`config.mk`:
```
export PLATFORM = sky130hd
export DESIGN_NAME = array_list_engine_flat
export DESIGN_NICKNAME = d
export VERILOG_FILES = /design/src/rtl/core/ale_pkg.sv /design/src/rtl/core/ale_cmd_if.sv /design/src/rtl/core/ale_rsp_if.sv /design/src/rtl/core/ale_ram.sv /design/src/rtl/core/ale_result_reg.sv /design/src/rtl/core/ale_seq.sv /design/src/rtl/core/array_list_engine.sv /design/src/flat_wrapper.sv
export VERILOG_INCLUDE_DIRS = /design/src /design/src/rtl/core
export SDC_FILE = /design/constraint.sdc
export NUM_CORES = 2
export LEC_CHECK = 0
export BUFFER_PORTS_ARGS = -buffer_cell sky130_fd_sc_hd__clkbuf_2
export CAP_MARGIN = 20
export CORE_MARGIN = 1.5
export CORE_UTILIZATION = 56
export DETAILED_ROUTE_END_ITERATION = 8
export PLACE_DENSITY_LB_ADDON = 0.15
export SLEW_MARGIN = 10
export SYNTH_ARGS = -nofsm -noshare
export SYNTH_HDL_FRONTEND = slang
export SYNTH_HIERARCHICAL = 1
export SYNTH_SLANG_ARGS = --single-unit
```
`constraint.sdc`:
```
create_clock -name clk -period 4 [get_ports clk]
set_input_delay 0.2 -clock clk [delete_from_list [all_inputs] [get_ports clk]]
set_output_delay 0.2 -clock clk [all_outputs]
set_load 0.01 [all_outputs]
```
`src/rtl/core/array_list_engine_assert.svh`:
```
// ----------------------------------------------------------------------------
// Array list engine assertion macros
// Short forms for the concurrent checks used across the engine.
// ----------------------------------------------------------------------------
`ifndef ARRAY_LIST_ENGINE_ASSERT_SVH
`define ARRAY_LIST_ENGINE_ASSERT_SVH

// Check a condition at every clock edge outside reset
`define ALE_ASSERT_ALWAYS(label, clk, rst_n, expr, msg) \
	label: assert property (@(posedge clk) disable iff (!rst_n) (expr)) else $error(msg);

// Check a consequence in the same cycle as its cause
`define ALE_ASSERT_IMPL(label, clk, rst_n, ante, cons, msg) \
	label: assert property (@(posedge clk) disable iff (!rst_n) (ante) |-> (cons)) \
		else $error(msg);

// Check a consequence in the cycle after its cause
`define ALE_ASSERT_NEXT(label, clk, rst_n, ante, cons, msg) \
	label: assert property (@(posedge clk) disable iff (!rst_n) (ante) |=> (cons)) \
		else $error(msg);

`endif

```
`src/rtl/core/ale_pkg.sv`:
```
`timescale 1ns / 1ps
// ----------------------------------------------------------------------------
// ale_pkg
// Shared types and constants of the array list engine.
// ----------------------------------------------------------------------------
package ale_pkg;

	// Field widths of the item and result channels
	localparam int OPCODE_W    = 4;
	localparam int ELEM_W      = 32;
	localparam int POS_W       = 6;
	localparam int STATUS_W    = 3;
	localparam int INDEX_W     = 6;
	localparam int COUNT_W     = 7;

	// Default list capacity
	localparam int DEPTH_DEFAULT = 32;

	typedef enum logic [OPCODE_W-1:0] {
		OP_CLEAR      = 4'd0,
		OP_PUSH_BACK  = 4'd1,
		OP_POP_BACK   = 4'd2,
		OP_PUSH_FRONT = 4'd3,
		OP_POP_FRONT  = 4'd4,
		OP_FIND       = 4'd5,
		OP_INSERT     = 4'd6,
		OP_ERASE      = 4'd7,
		OP_REMOVE_ONE = 4'd8,
		OP_REMOVE_ALL = 4'd9,
		OP_DUMP       = 4'd10
	} opcode_t;

	typedef enum logic [STATUS_W-1:0] {
		ST_OK        = 3'd0,
		ST_FULL      = 3'd1,
		ST_EMPTY     = 3'd2,
		ST_NOT_FOUND = 3'd3,
		ST_BAD_POS   = 3'd4
	} status_t;

	// One result item as handed from the sequencer to the output register
	typedef struct packed {
		status_t                    status;
		logic [INDEX_W-1:0]         found_index;
		logic signed [ELEM_W-1:0]   dumped_value;
		logic [COUNT_W-1:0]         element_count;
		logic                       last;
	} result_t;

endpackage

```
`src/rtl/core/ale_cmd_if.sv`:
```
`timescale 1ns / 1ps
// ----------------------------------------------------------------------------
// ale_cmd_if
// Item channel of the array list engine: valid/ready with opcode and operands.
// ----------------------------------------------------------------------------
interface ale_cmd_if;
	logic                                    valid;
	logic                                    ready;
	logic [ale_pkg::OPCODE_W-1:0]            opcode;
	logic signed [ale_pkg::ELEM_W-1:0]       element_value;
	logic [ale_pkg::POS_W-1:0]               position;

	modport source (output valid, output opcode, output element_value, output position,
		input ready);
	modport sink (input valid, input opcode, input element_value, input position,
		output ready);
endinterface

```
`src/rtl/core/ale_rsp_if.sv`:
```
`timescale 1ns / 1ps
// ----------------------------------------------------------------------------
// ale_rsp_if
// Result channel of the array list engine: valid/ready with status and data.
// ----------------------------------------------------------------------------
interface ale_rsp_if;
	logic                                    valid;
	logic                                    ready;
	logic [ale_pkg::STATUS_W-1:0]            status;
	logic [ale_pkg::INDEX_W-1:0]             found_index;
	logic signed [ale_pkg::ELEM_W-1:0]       dumped_value;
	logic [ale_pkg::COUNT_W-1:0]             element_count;
	logic                                    last;

	modport source (output valid, output status, output found_index, output dumped_value,
		output element_count, output last, input ready);
	modport sink (input valid, input status, input found_index, input dumped_value,
		input element_count, input last, output ready);
endinterface

```
`src/rtl/core/ale_ram.sv`:
```
`timescale 1ns / 1ps
// ----------------------------------------------------------------------------
// ale_ram
// Generic single-clock RAM: one write port, one read port, registered read.
// ----------------------------------------------------------------------------
module ale_ram #(
	parameter int WIDTH = ale_pkg::ELEM_W,
	parameter int DEPTH = ale_pkg::DEPTH_DEFAULT,
	localparam int ADDR_W = $clog2(DEPTH)
) (
	input  logic              clk,
	input  logic              wr_en,
	input  logic [ADDR_W-1:0] wr_addr,
	input  logic [WIDTH-1:0]  wr_data,
	input  logic              rd_en,
	input  logic [ADDR_W-1:0] rd_addr,
	output logic [WIDTH-1:0]  rd_data
);

	logic [WIDTH-1:0] mem [DEPTH];

	// Write, and register the read word; hold it while no read is issued
	always_ff @(posedge clk) begin
		if (wr_en) begin
			mem[wr_addr] <= wr_data;
		end
		if (rd_en) begin
			rd_data <= mem[rd_addr];
		end
	end

endmodule

```
`src/rtl/core/ale_result_reg.sv`:
```
`timescale 1ns / 1ps
// ----------------------------------------------------------------------------
// ale_result_reg
// Output register of the result channel; frees the sequencer from the sink.
// ----------------------------------------------------------------------------
module ale_result_reg (
	input  logic              clk,
	input  logic              arst_n,
	input  logic              load,
	input  ale_pkg::result_t  res,
	output logic              free,
	ale_rsp_if.source         rsp
);

	logic             valid_q;
	ale_pkg::result_t res_q;

	// Room for a new item when empty or when the held item leaves now
	assign free = !valid_q || rsp.ready;

	// Hold the item until the sink takes it
	always_ff @(posedge clk or negedge arst_n) begin
		if (!arst_n) begin
			valid_q <= 1'b0;
			res_q   <= '0;
		end else if (load) begin
			valid_q <= 1'b1;
			res_q   <= res;
		end else if (rsp.ready) begin
			valid_q <= 1'b0;
		end
	end

	assign rsp.valid         = valid_q;
	assign rsp.status        = res_q.status;
	assign rsp.found_index   = res_q.found_index;
	assign rsp.dumped_value  = res_q.dumped_value;
	assign rsp.element_count = res_q.element_count;
	assign rsp.last          = res_q.last;

endmodule

```
`src/rtl/core/ale_seq.sv`:
```
`timescale 1ns / 1ps
// ----------------------------------------------------------------------------
// ale_seq
// Sequencer of the array list engine: decodes an item, walks the element
// memory to shift, search, compact or dump, and builds the result items.
// ----------------------------------------------------------------------------
`include "array_list_engine_assert.svh"

module ale_seq #(
	parameter int DEPTH = ale_pkg::DEPTH_DEFAULT,
	localparam int IDX_W = $clog2(DEPTH)
) (
	input  logic                        clk,
	input  logic                        arst_n,
	ale_cmd_if.sink                     cmd,
	output logic                        rd_en,
	output logic [IDX_W-1:0]            rd_addr,
	input  logic [ale_pkg::ELEM_W-1:0]  rd_data,
	output logic                        wr_en,
	output logic [IDX_W-1:0]            wr_addr,
	output logic [ale_pkg::ELEM_W-1:0]  wr_data,
	output logic                        res_load,
	output ale_pkg::result_t            res,
	input  logic                        res_free
);

	localparam int CNT_W = $clog2(DEPTH + 1);
	localparam logic [CNT_W-1:0] FULL_CNT = CNT_W'(DEPTH);

	typedef enum logic [2:0] {
		S_IDLE,
		S_SWEEP_UP,
		S_SWEEP_DN,
		S_DUMP,
		S_RESULT
	} state_t;

	state_t                      state_q;
	ale_pkg::opcode_t            op_q;
	ale_pkg::status_t            status_q;
	logic [ale_pkg::ELEM_W-1:0]  value_q;
	logic [CNT_W-1:0]            count_q;
	logic [CNT_W-1:0]            pos_q;
	logic [CNT_W-1:0]            rd_ptr_q;
	logic [CNT_W-1:0]            wr_ptr_q;
	logic [IDX_W-1:0]            found_q;
	logic                        hit_q;
	logic                        valid_s1;
	logic [IDX_W-1:0]            idx_s1;

	logic [ale_pkg::COUNT_W-1:0] cnt_ext;
	logic [ale_pkg::COUNT_W-1:0] pos_ext;
	logic [CNT_W-1:0]            pos_cnt;
	logic                        is_full;
	logic                        is_empty;
	logic                        match;
	logic                        first;
	logic                        skip;
	logic                        sweep_done;

	// Compare the operands of a new item against the count
	assign cnt_ext  = ale_pkg::COUNT_W'(count_q);
	assign pos_ext  = {1'b0, cmd.position};
	assign pos_cnt  = CNT_W'(pos_ext);
	assign is_full  = (count_q == FULL_CNT);
	assign is_empty = (count_q == '0);

	assign cmd.ready = (state_q == S_IDLE);

	// Classify the element read in the previous cycle
	always_comb begin
		match = (rd_data == value_q);
		first = match && !hit_q;
		case (op_q)
			ale_pkg::OP_FIND:       skip = 1'b1;
			ale_pkg::OP_REMOVE_ONE: skip = first;
			ale_pkg::OP_REMOVE_ALL: skip = match;
			default:                skip = (CNT_W'(idx_s1) == pos_q);
		endcase
	end

	// Drive the memory ports and the result from the current state
	always_comb begin
		rd_en    = 1'b0;
		rd_addr  = IDX_W'(rd_ptr_q);
		wr_en    = 1'b0;
		wr_addr  = IDX_W'(wr_ptr_q);
		wr_data  = rd_data;
		res_load = 1'b0;
		res.status        = status_q;
		res.found_index   = ale_pkg::INDEX_W'(found_q);
		res.dumped_value  = '0;
		res.element_count = cnt_ext;
		res.last          = 1'b1;
		case (state_q)
			S_SWEEP_UP: begin
				rd_en = (rd_ptr_q < count_q);
				wr_en = valid_s1 && !skip;
			end
			S_SWEEP_DN: begin
				rd_en   = (rd_ptr_q > pos_q);
				rd_addr = IDX_W'(rd_ptr_q - 1'b1);
				if (valid_s1) begin
					wr_en   = 1'b1;
					wr_addr = idx_s1 + 1'b1;
				end else if (!rd_en) begin
					wr_en   = 1'b1;
					wr_addr = IDX_W'(pos_q);
					wr_data = value_q;
				end
			end
			S_DUMP: begin
				res.status       = ale_pkg::ST_OK;
				res.found_index  = '0;
				res.dumped_value = rd_data;
				res.last         = (rd_ptr_q == count_q);
				if (!valid_s1) begin
					rd_en = (rd_ptr_q < count_q);
				end else if (res_free) begin
					res_load = 1'b1;
					rd_en    = (rd_ptr_q < count_q);
				end
			end
			S_RESULT: begin
				res_load = res_free;
			end
			default: begin
				rd_en = 1'b0;
			end
		endcase
		sweep_done = !rd_en && !valid_s1;
	end

	// Hold state, count and the walk pointers
	always_ff @(posedge clk or negedge arst_n) begin
		if (!arst_n) begin
			state_q  <= S_IDLE;
			op_q     <= ale_pkg::OP_CLEAR;
			status_q <= ale_pkg::ST_OK;
			value_q  <= '0;
			count_q  <= '0;
			pos_q    <= '0;
			rd_ptr_q <= '0;
			wr_ptr_q <= '0;
			found_q  <= '0;
			hit_q    <= 1'b0;
			valid_s1 <= 1'b0;
			idx_s1   <= '0;
		end else begin
			case (state_q)
				S_IDLE: begin
					if (cmd.valid) begin
						op_q     <= ale_pkg::opcode_t'(cmd.opcode);
						value_q  <= cmd.element_value;
						status_q <= ale_pkg::ST_OK;
						found_q  <= '0;
						hit_q    <= 1'b0;
						valid_s1 <= 1'b0;
						rd_ptr_q <= '0;
						wr_ptr_q <= '0;
						pos_q    <= '0;
						state_q  <= S_RESULT;
						case (ale_pkg::opcode_t'(cmd.opcode))
							ale_pkg::OP_CLEAR: begin
								count_q <= '0;
							end
							ale_pkg::OP_PUSH_BACK: begin
								if (is_full) begin
									status_q <= ale_pkg::ST_FULL;
								end else begin
									pos_q    <= count_q;
									rd_ptr_q <= count_q;
									state_q  <= S_SWEEP_DN;
								end
							end
							ale_pkg::OP_PUSH_FRONT: begin
								if (is_full) begin
									status_q <= ale_pkg::ST_FULL;
								end else begin
									rd_ptr_q <= count_q;
									state_q  <= S_SWEEP_DN;
								end
							end
							ale_pkg::OP_INSERT: begin
								if (is_full) begin
									status_q <= ale_pkg::ST_FULL;
								end else if (pos_ext > cnt_ext) begin
									status_q <= ale_pkg::ST_BAD_POS;
								end else begin
									pos_q    <= pos_cnt;
									rd_ptr_q <= count_q;
									state_q  <= S_SWEEP_DN;
								end
							end
							ale_pkg::OP_POP_BACK: begin
								if (is_empty) begin
									status_q <= ale_pkg::ST_EMPTY;
								end else begin
									count_q <= count_q - 1'b1;
								end
							end
							ale_pkg::OP_POP_FRONT: begin
								if (is_empty) begin
									status_q <= ale_pkg::ST_EMPTY;
								end else begin
									state_q <= S_SWEEP_UP;
								end
							end
							ale_pkg::OP_ERASE: begin
								if (is_empty) begin
									status_q <= ale_pkg::ST_EMPTY;
								end else if (pos_ext >= cnt_ext) begin
									status_q <= ale_pkg::ST_BAD_POS;
								end else begin
									pos_q    <= pos_cnt;
									rd_ptr_q <= pos_cnt;
									wr_ptr_q <= pos_cnt;
									state_q  <= S_SWEEP_UP;
								end
							end
							ale_pkg::OP_FIND,
							ale_pkg::OP_REMOVE_ONE,
							ale_pkg::OP_REMOVE_ALL: begin
								if (is_empty) begin
									status_q <= ale_pkg::ST_EMPTY;
								end else begin
									state_q <= S_SWEEP_UP;
								end
							end
							ale_pkg::OP_DUMP: begin
								if (is_empty) begin
									status_q <= ale_pkg::ST_EMPTY;
								end else begin
									state_q <= S_DUMP;
								end
							end
							default: begin
								state_q <= S_RESULT;
							end
						endcase
					end
				end
				// Read ahead and write back behind, dropping skipped elements
				S_SWEEP_UP: begin
					valid_s1 <= rd_en;
					idx_s1   <= rd_addr;
					if (rd_en) begin
						rd_ptr_q <= rd_ptr_q + 1'b1;
					end
					if (wr_en) begin
						wr_ptr_q <= wr_ptr_q + 1'b1;
					end
					if (valid_s1 && first && (op_q == ale_pkg::OP_FIND ||
						op_q == ale_pkg::OP_REMOVE_ONE)) begin
						hit_q <= 1'b1;
						if (op_q == ale_pkg::OP_FIND) begin
							found_q <= idx_s1;
						end
					end
					if (sweep_done) begin
						if (op_q != ale_pkg::OP_FIND) begin
							count_q <= wr_ptr_q;
						end
						if ((op_q == ale_pkg::OP_FIND || op_q == ale_pkg::OP_REMOVE_ONE)
							&& !hit_q) begin
							status_q <= ale_pkg::ST_NOT_FOUND;
						end
						state_q <= S_RESULT;
					end
				end
				// Move elements up one place from the top, then place the new one
				S_SWEEP_DN: begin
					valid_s1 <= rd_en;
					idx_s1   <= rd_addr;
					if (rd_en) begin
						rd_ptr_q <= rd_ptr_q - 1'b1;
					end
					if (sweep_done) begin
						count_q <= count_q + 1'b1;
						state_q <= S_RESULT;
					end
				end
				// Emit one element per free output slot
				S_DUMP: begin
					if (rd_en) begin
						rd_ptr_q <= rd_ptr_q + 1'b1;
						valid_s1 <= 1'b1;
					end else if (res_load) begin
						valid_s1 <= 1'b0;
						state_q  <= S_IDLE;
					end
				end
				S_RESULT: begin
					if (res_load) begin
						state_q <= S_IDLE;
					end
				end
				default: begin
					state_q <= S_IDLE;
				end
			endcase
		end
	end

	`ALE_ASSERT_ALWAYS(a_count_bound, clk, arst_n, count_q <= FULL_CNT, "count beyond depth")
	`ALE_ASSERT_IMPL(a_no_rw_clash, clk, arst_n, rd_en && wr_en, rd_addr != wr_addr, "read and write hit one entry")
	`ALE_ASSERT_NEXT(a_accept_leaves_idle, clk, arst_n, cmd.valid && cmd.ready, state_q != S_IDLE, "item accepted without work")
	`ALE_ASSERT_NEXT(a_dump_stall_holds, clk, arst_n, state_q == S_DUMP && valid_s1 && !res_free, $stable(rd_data), "dump word lost during stall")

endmodule

```
`src/rtl/core/array_list_engine.sv`:
```
`timescale 1ns / 1ps
// ----------------------------------------------------------------------------
// array_list_engine
// Packed list of signed 32-bit elements with a count, kept in one RAM.
// ----------------------------------------------------------------------------
// The engine takes one item at a time and gives its results on the result
// channel through an output register, so a new item is taken while the last
// result still waits. Clear, pop back, the unused opcodes and every rejected
// item go from acceptance straight to loading the result. Push front and
// insert walk the elements above the position, one RAM read per cycle, and
// then place the new element; push back has no element above its position
// and only places it. Pop front, erase, find, remove one and remove all walk
// from the start (or the erase position) to the count. A dump gives one
// element per cycle while the sink takes them. The next item is taken in the
// cycle after the last result is loaded, and a held result that the sink has
// not taken stalls the load for as long as it waits. The single read port of
// the element RAM paces these walks. The element RAM needs no clearing after
// reset; only entries below the count are ever read.
// ----------------------------------------------------------------------------
module array_list_engine #(
	parameter int DEPTH = ale_pkg::DEPTH_DEFAULT
) (
	input  logic        clk,
	input  logic        arst_n,
	ale_cmd_if.sink     cmd,
	ale_rsp_if.source   rsp
);

	localparam int IDX_W = $clog2(DEPTH);

	logic                        rd_en;
	logic [IDX_W-1:0]            rd_addr;
	logic [ale_pkg::ELEM_W-1:0]  rd_data;
	logic                        wr_en;
	logic [IDX_W-1:0]            wr_addr;
	logic [ale_pkg::ELEM_W-1:0]  wr_data;
	logic                        res_load;
	logic                        res_free;
	ale_pkg::result_t            res;

	// Element store
	ale_ram #(
		.WIDTH (ale_pkg::ELEM_W),
		.DEPTH (DEPTH)
	) u_ram (
		.clk     (clk),
		.wr_en   (wr_en),
		.wr_addr (wr_addr),
		.wr_data (wr_data),
		.rd_en   (rd_en),
		.rd_addr (rd_addr),
		.rd_data (rd_data)
	);

	// Decode and walk
	ale_seq #(
		.DEPTH (DEPTH)
	) u_seq (
		.clk      (clk),
		.arst_n   (arst_n),
		.cmd      (cmd),
		.rd_en    (rd_en),
		.rd_addr  (rd_addr),
		.rd_data  (rd_data),
		.wr_en    (wr_en),
		.wr_addr  (wr_addr),
		.wr_data  (wr_data),
		.res_load (res_load),
		.res      (res),
		.res_free (res_free)
	);

	// Result output register
	ale_result_reg u_result (
		.clk    (clk),
		.arst_n (arst_n),
		.load   (res_load),
		.res    (res),
		.free   (res_free),
		.rsp    (rsp)
	);

endmodule

```
`src/flat_wrapper.sv`:
```
// flat-port wrapper written by rule: the top's interface ports become plain ports
module array_list_engine_flat 
#(
	parameter int DEPTH = ale_pkg::DEPTH_DEFAULT
)
  (clk, arst_n, cmd_valid, cmd_opcode, cmd_element_value, cmd_position, cmd_ready, rsp_valid, rsp_status, rsp_found_index, rsp_dumped_value, rsp_element_count, rsp_last, rsp_ready);
  ale_cmd_if cmd_i ();
  ale_rsp_if rsp_i ();
  input  logic clk;
  input  logic arst_n;
  input wire logic [$bits(cmd_i.valid)-1:0] cmd_valid;
  input wire logic [$bits(cmd_i.opcode)-1:0] cmd_opcode;
  input wire logic [$bits(cmd_i.element_value)-1:0] cmd_element_value;
  input wire logic [$bits(cmd_i.position)-1:0] cmd_position;
  output wire logic [$bits(cmd_i.ready)-1:0] cmd_ready;
  output wire logic [$bits(rsp_i.valid)-1:0] rsp_valid;
  output wire logic [$bits(rsp_i.status)-1:0] rsp_status;
  output wire logic [$bits(rsp_i.found_index)-1:0] rsp_found_index;
  output wire logic [$bits(rsp_i.dumped_value)-1:0] rsp_dumped_value;
  output wire logic [$bits(rsp_i.element_count)-1:0] rsp_element_count;
  output wire logic [$bits(rsp_i.last)-1:0] rsp_last;
  input wire logic [$bits(rsp_i.ready)-1:0] rsp_ready;
  assign cmd_i.valid = cmd_valid;
  assign cmd_i.opcode = cmd_opcode;
  assign cmd_i.element_value = cmd_element_value;
  assign cmd_i.position = cmd_position;
  assign cmd_ready = cmd_i.ready;
  assign rsp_valid = rsp_i.valid;
  assign rsp_status = rsp_i.status;
  assign rsp_found_index = rsp_i.found_index;
  assign rsp_dumped_value = rsp_i.dumped_value;
  assign rsp_element_count = rsp_i.element_count;
  assign rsp_last = rsp_i.last;
  assign rsp_i.ready = rsp_ready;
  array_list_engine #(.DEPTH(DEPTH)) u_core (.clk(clk), .arst_n(arst_n), .cmd(cmd_i), .rsp(rsp_i));
endmodule
```
==> flow_metrics.tcl <==
set metrics [dict create \
    dp.cells 4353 \
    fmax_ghz 0.2604 \
    drt_first_pass_iters 5 \
    syn_inst 3117 \
    cts_tree "built" \
    power_mw 39.82 \
    routedWlPerCell_um 25.97 \
    grt_overflow_total 0 \
    grt_pass1_wl_um 179300 \
    hold_viol_final 0 \
    fin_ws_ps 159.7 \
    htreeDepth 3 \
    yosys_warnings 6 \
    syn2layout_area_growth_pct 14.94 \
    crit_arrival_ps 4240 \
    first_iter_violations 2673 \
    async_reset_ff_share_pct 10.81 \
    initial_core_util_pct 56.46 \
    clk_transition_reported_paths_ps 60 \
    power_density_nw_per_um2 707.4 \
    vias 27870 \
    syn_area_per_cell_sq_um 15.71 \
    synth_edf_count 1056 \
    die_h_um 298.7 \
    final_cells 4607 \
    cts_buffers 117 \
    nets 3434 \
    die_w_um 298.7 \
    die_area_sq_um 89240 \
    path_cells "xor2_1, nor4_1, nand4_1, a2111oi_4, or2_1, nand2_1, nand3_1, buf_4, nor2_4, buf_12" \
    hold_class "input port to asynchronous set/reset pin" \
    worst_pin_slew_ps 987.4 \
    num_antenna_cells 0 \
    ctsRootBufferMaster "clkbuf_16" \
    drive_above_1_share_pct 16.51 \
    synthFlopType "edfxtp_1" \
    cts_buffer_depth 3 \
    dp_slack_ps -259.3 \
    cts_setup_buffers 0 \
    slew_headroom_pct 34.02 \
    maxSlewViolCount 0 \
    finClkSkew_ps 39.82 \
    slowest_stage "edfxtp_1" \
    yosysTopAreaCellShare_pct 64.75 \
    min_period_over_period_pct 96.01 \
    rsz0062_at_grt "false" \
    status "complete, no violations" \
    ir_drop_mv 0.5954 \
    critPathMaxStageDelay_ps 580 \
    clk_latency_ps 690 \
    whs_ps 48.51 \
    place.gp.congestion 0.9635 \
    antenna_found_initial 2 \
    final_antenna_net_count 0 \
    start_kind "flip-flop" \
    grt_start_max_net_pins 108 \
    grt_pass1_vias 28280 \
    fin_crit_ps 3840 \
    ys_top_cells_by_area "edfxtp_1 65%, mux2i_1 10%, dfrtp_1 6.5%, nand2_1 1.8%, a22oi_1 1.6%" \
    drv_cap 0 \
    synth-seq-cells 1184 \
    core_area_sq_um 86750 \
    finalSetupViolCount 0 \
    synth_area_leader_cell "edfxtp_1" \
    yosysUniqueCellTypes 72 \
    crit_type "flip-flop to flip-flop" \
    synthesis.area_sq_um 48980 \
    power_leakage_nw 20.57 \
    fillerInstances 6103 \
    yosysSeqAreaShare_pct 71.29 \
    cts_sinks 1184 \
    cp_data_required_time_ps 4400 \
    drc 0 \
    ioPinCount 97 \
    numPortBuffers 96 \
    wl_um 119600 \
    grt_use_total_pct 26.86 \
    dp_hpwl_um 79080 \
    vias_per_cell 6.049 \
    critPathMaxFanout 32 \
    rows 108 \
    end_kind "flip-flop" \
]
==> power breakdown <==
group | switching, mW | total [mW] | internal (mW)
sequential | 0.595 | 15.5 | 14.9
clock | 4.54 | 10.6 | 6.10
combinational | 8.53 | 13.7 | 5.20
==> cell usage in the layout, fill, tap and decap left out, types with 13 or more instances in the layout <==
cell           synthesis  routed
a21oi_1              135     134
a22o_1                77      77
a22oi_1              102     102
a31oi_1               43      43
and3_1                39      39
buf_12                 5      56
buf_4                 36     107
clkbuf_1              71      21
clkbuf_16              0     118
clkbuf_2               0      95
clkinv_1               0      26
clkinv_2               0      20
dfrtp_1              128     128
dlygate4sd3_1          0      43
edfxtp_1            1056    1056
ha_1                  26      26
inv_1                 29      27
mux2_2                36      36
mux2_4                49      49
mux2i_1              512     512
nand2_1              236     235
nand3_1              118     118
nor2_1                78      44
nor2_4                 0      35
nor3_1                50      49
nor4_1                14      13
o21ai_0               34      34
xor2_1                39      39
==> path summary, 6_finish.rpt <==
path / from / end / slack (ps) / depth (start not counted)
worst max-delay path: u_core/u_ram/rd_data[12] / u_core/u_ram/mem[15][31] / 160 / 10
worst min-delay path: arst_n / u_core/u_result/rsp.status[1] / 50 / 2
worst max register to register: u_core/u_ram/rd_data[12] / u_core/u_ram/mem[15][31] / 160 / 10
worst min register to register: u_core/u_seq/status_q[0] / u_core/u_seq/status_q[0] / 470 / 1
max in group asynchronous: arst_n / u_core/u_seq/valid_s1 / 3240 / 3
min in group clk: cmd_opcode[3] / u_core/u_seq/op_q[3] / 50 / 3
==> cells by family (layout without fill, tap and decap cells) <==
logic type / count (synthesis) / count (layout) / synth area share (%)
muxes: 597 / 597 / 12.79
DFF: 1184 / 1184 / 71.29
buffers and inverters: 209 / 542 / 2.412
xor gates and xnor gates: 49 / 49 / 0.8762
and+or+nand+nor: 606 / 607 / 5.804
other: 1 / 2 / 0.007657
AOI/OAI and AO/OA: 445 / 445 / 6.157
adders and majority gates: 26 / 26 / 0.6642
==> worst max-delay path, delay by kind of cell (launching register included) <==
family | cells | cell delay [ps]
compound gates | 1 | 510
xor+xnor | 1 | 320
flops | 1 | 580
simple gates | 6 | 1530
buf+inv | 2 | 570
==> per-layer routing <==
metal / GRT usage [%] / routed length, um / share of wire, % / vias up
li1: - / - / - / 12540
met1: 37.85 / 51290 / 43 / 14140
met2: 42.94 / 56750 / 47 / 987
met3: 4.377 / 7477 / 6.3 / 197
met4: 9.187 / 4084 / 3.4 / 2
met5: 0 / 20 / 0.017 / -
==> synth_stat cells, types with 3 or more instances <==
| library cell | count |
|---|---|
| or3b_2 | 3 |
| nor3_1 | 50 |
| nor2_1 | 78 |
| nand3_1 | 118 |
| xor2_1 | 39 |
| a21oi_1 | 135 |
| buf_4 | 36 |
| o21a_1 | 3 |
| ha_1 | 26 |
| mux2_4 | 49 |
| clkbuf_1 | 71 |
| a21o_1 | 6 |
| and2_1 | 5 |
| edfxtp_1 | 1056 |
| buf_1 | 7 |
| or3_1 | 4 |
| mux2i_1 | 512 |
| a31oi_1 | 43 |
| nand2_1 | 236 |
| a211oi_1 | 4 |
| buf_12 | 5 |
| a221oi_1 | 4 |
| a22oi_1 | 102 |
| o211ai_1 | 3 |
| a32oi_1 | 3 |
| nor4_1 | 14 |
| mux2_2 | 36 |
| dfrtp_1 | 128 |
| a22o_1 | 77 |
| xnor2_1 | 10 |
| a221o_1 | 7 |
| nor2b_1 | 13 |
| buf_6 | 16 |
| or2_2 | 3 |
| buf_2 | 42 |
| o22ai_1 | 3 |
| inv_1 | 29 |
| o21ai_0 | 34 |
| nand4_1 | 11 |
| and3_1 | 39 |
| nand2b_1 | 12 |
| nand3b_1 | 9 |
==> registers in the layout (all words and copies together), names as in the netlist, 7 cells and up <==
signal and cells:
u_core/u_ram/rd_data 32, u_core/u_result/rsp.element_count 7, u_core/u_seq/value_q 32, u_core/u_ram/mem 1024, u_core/u_result/rsp.dumped_value 32
==> final cells by class <==
cell class | instances | area (sq um) | area share [%]
sequential | 1184 | 34910 | 62.02
multi-input combinational | 1726 | 13230 | 23.49
clock buffer | 139 | 3032 | 5.385
timing repair buffer | 303 | 2869 | 5.096
tap | 1155 | 1445 | 2.567
clock inverter | 70 | 691.9 | 1.229
inverter | 30 | 120.1 | 0.2134
==> per-stage QoR <==
| step | setup TNS [ps] | utilization (%) | area (sq um) |
|---|---|---|---|
| final | 0 | 64.89 | 56300 |
| after global placement | -562020 | 60.01 | 52060 |
| after floorplan | -45120 | - | 49010 |
| after CTS | 0 | 64.83 | 56240 |
| after detailed placement | -104320 | 60.02 | 52070 |
| after global routing | 0 | 64.89 | 56300 |
==> what timing repair did <==
| item | CTS | global route |
|---|---|---|
| pin swaps | 0 | 1 |
| endpoints found under the setup margin | 733 | 492 |
| resized for setup | 2 | 4 |
| endpoints found under the hold margin | 154 | 0 |
| cloned | 0 | 1 |
| hold buffers | 43 | 0 |
(Power assumes the default switching activity.)
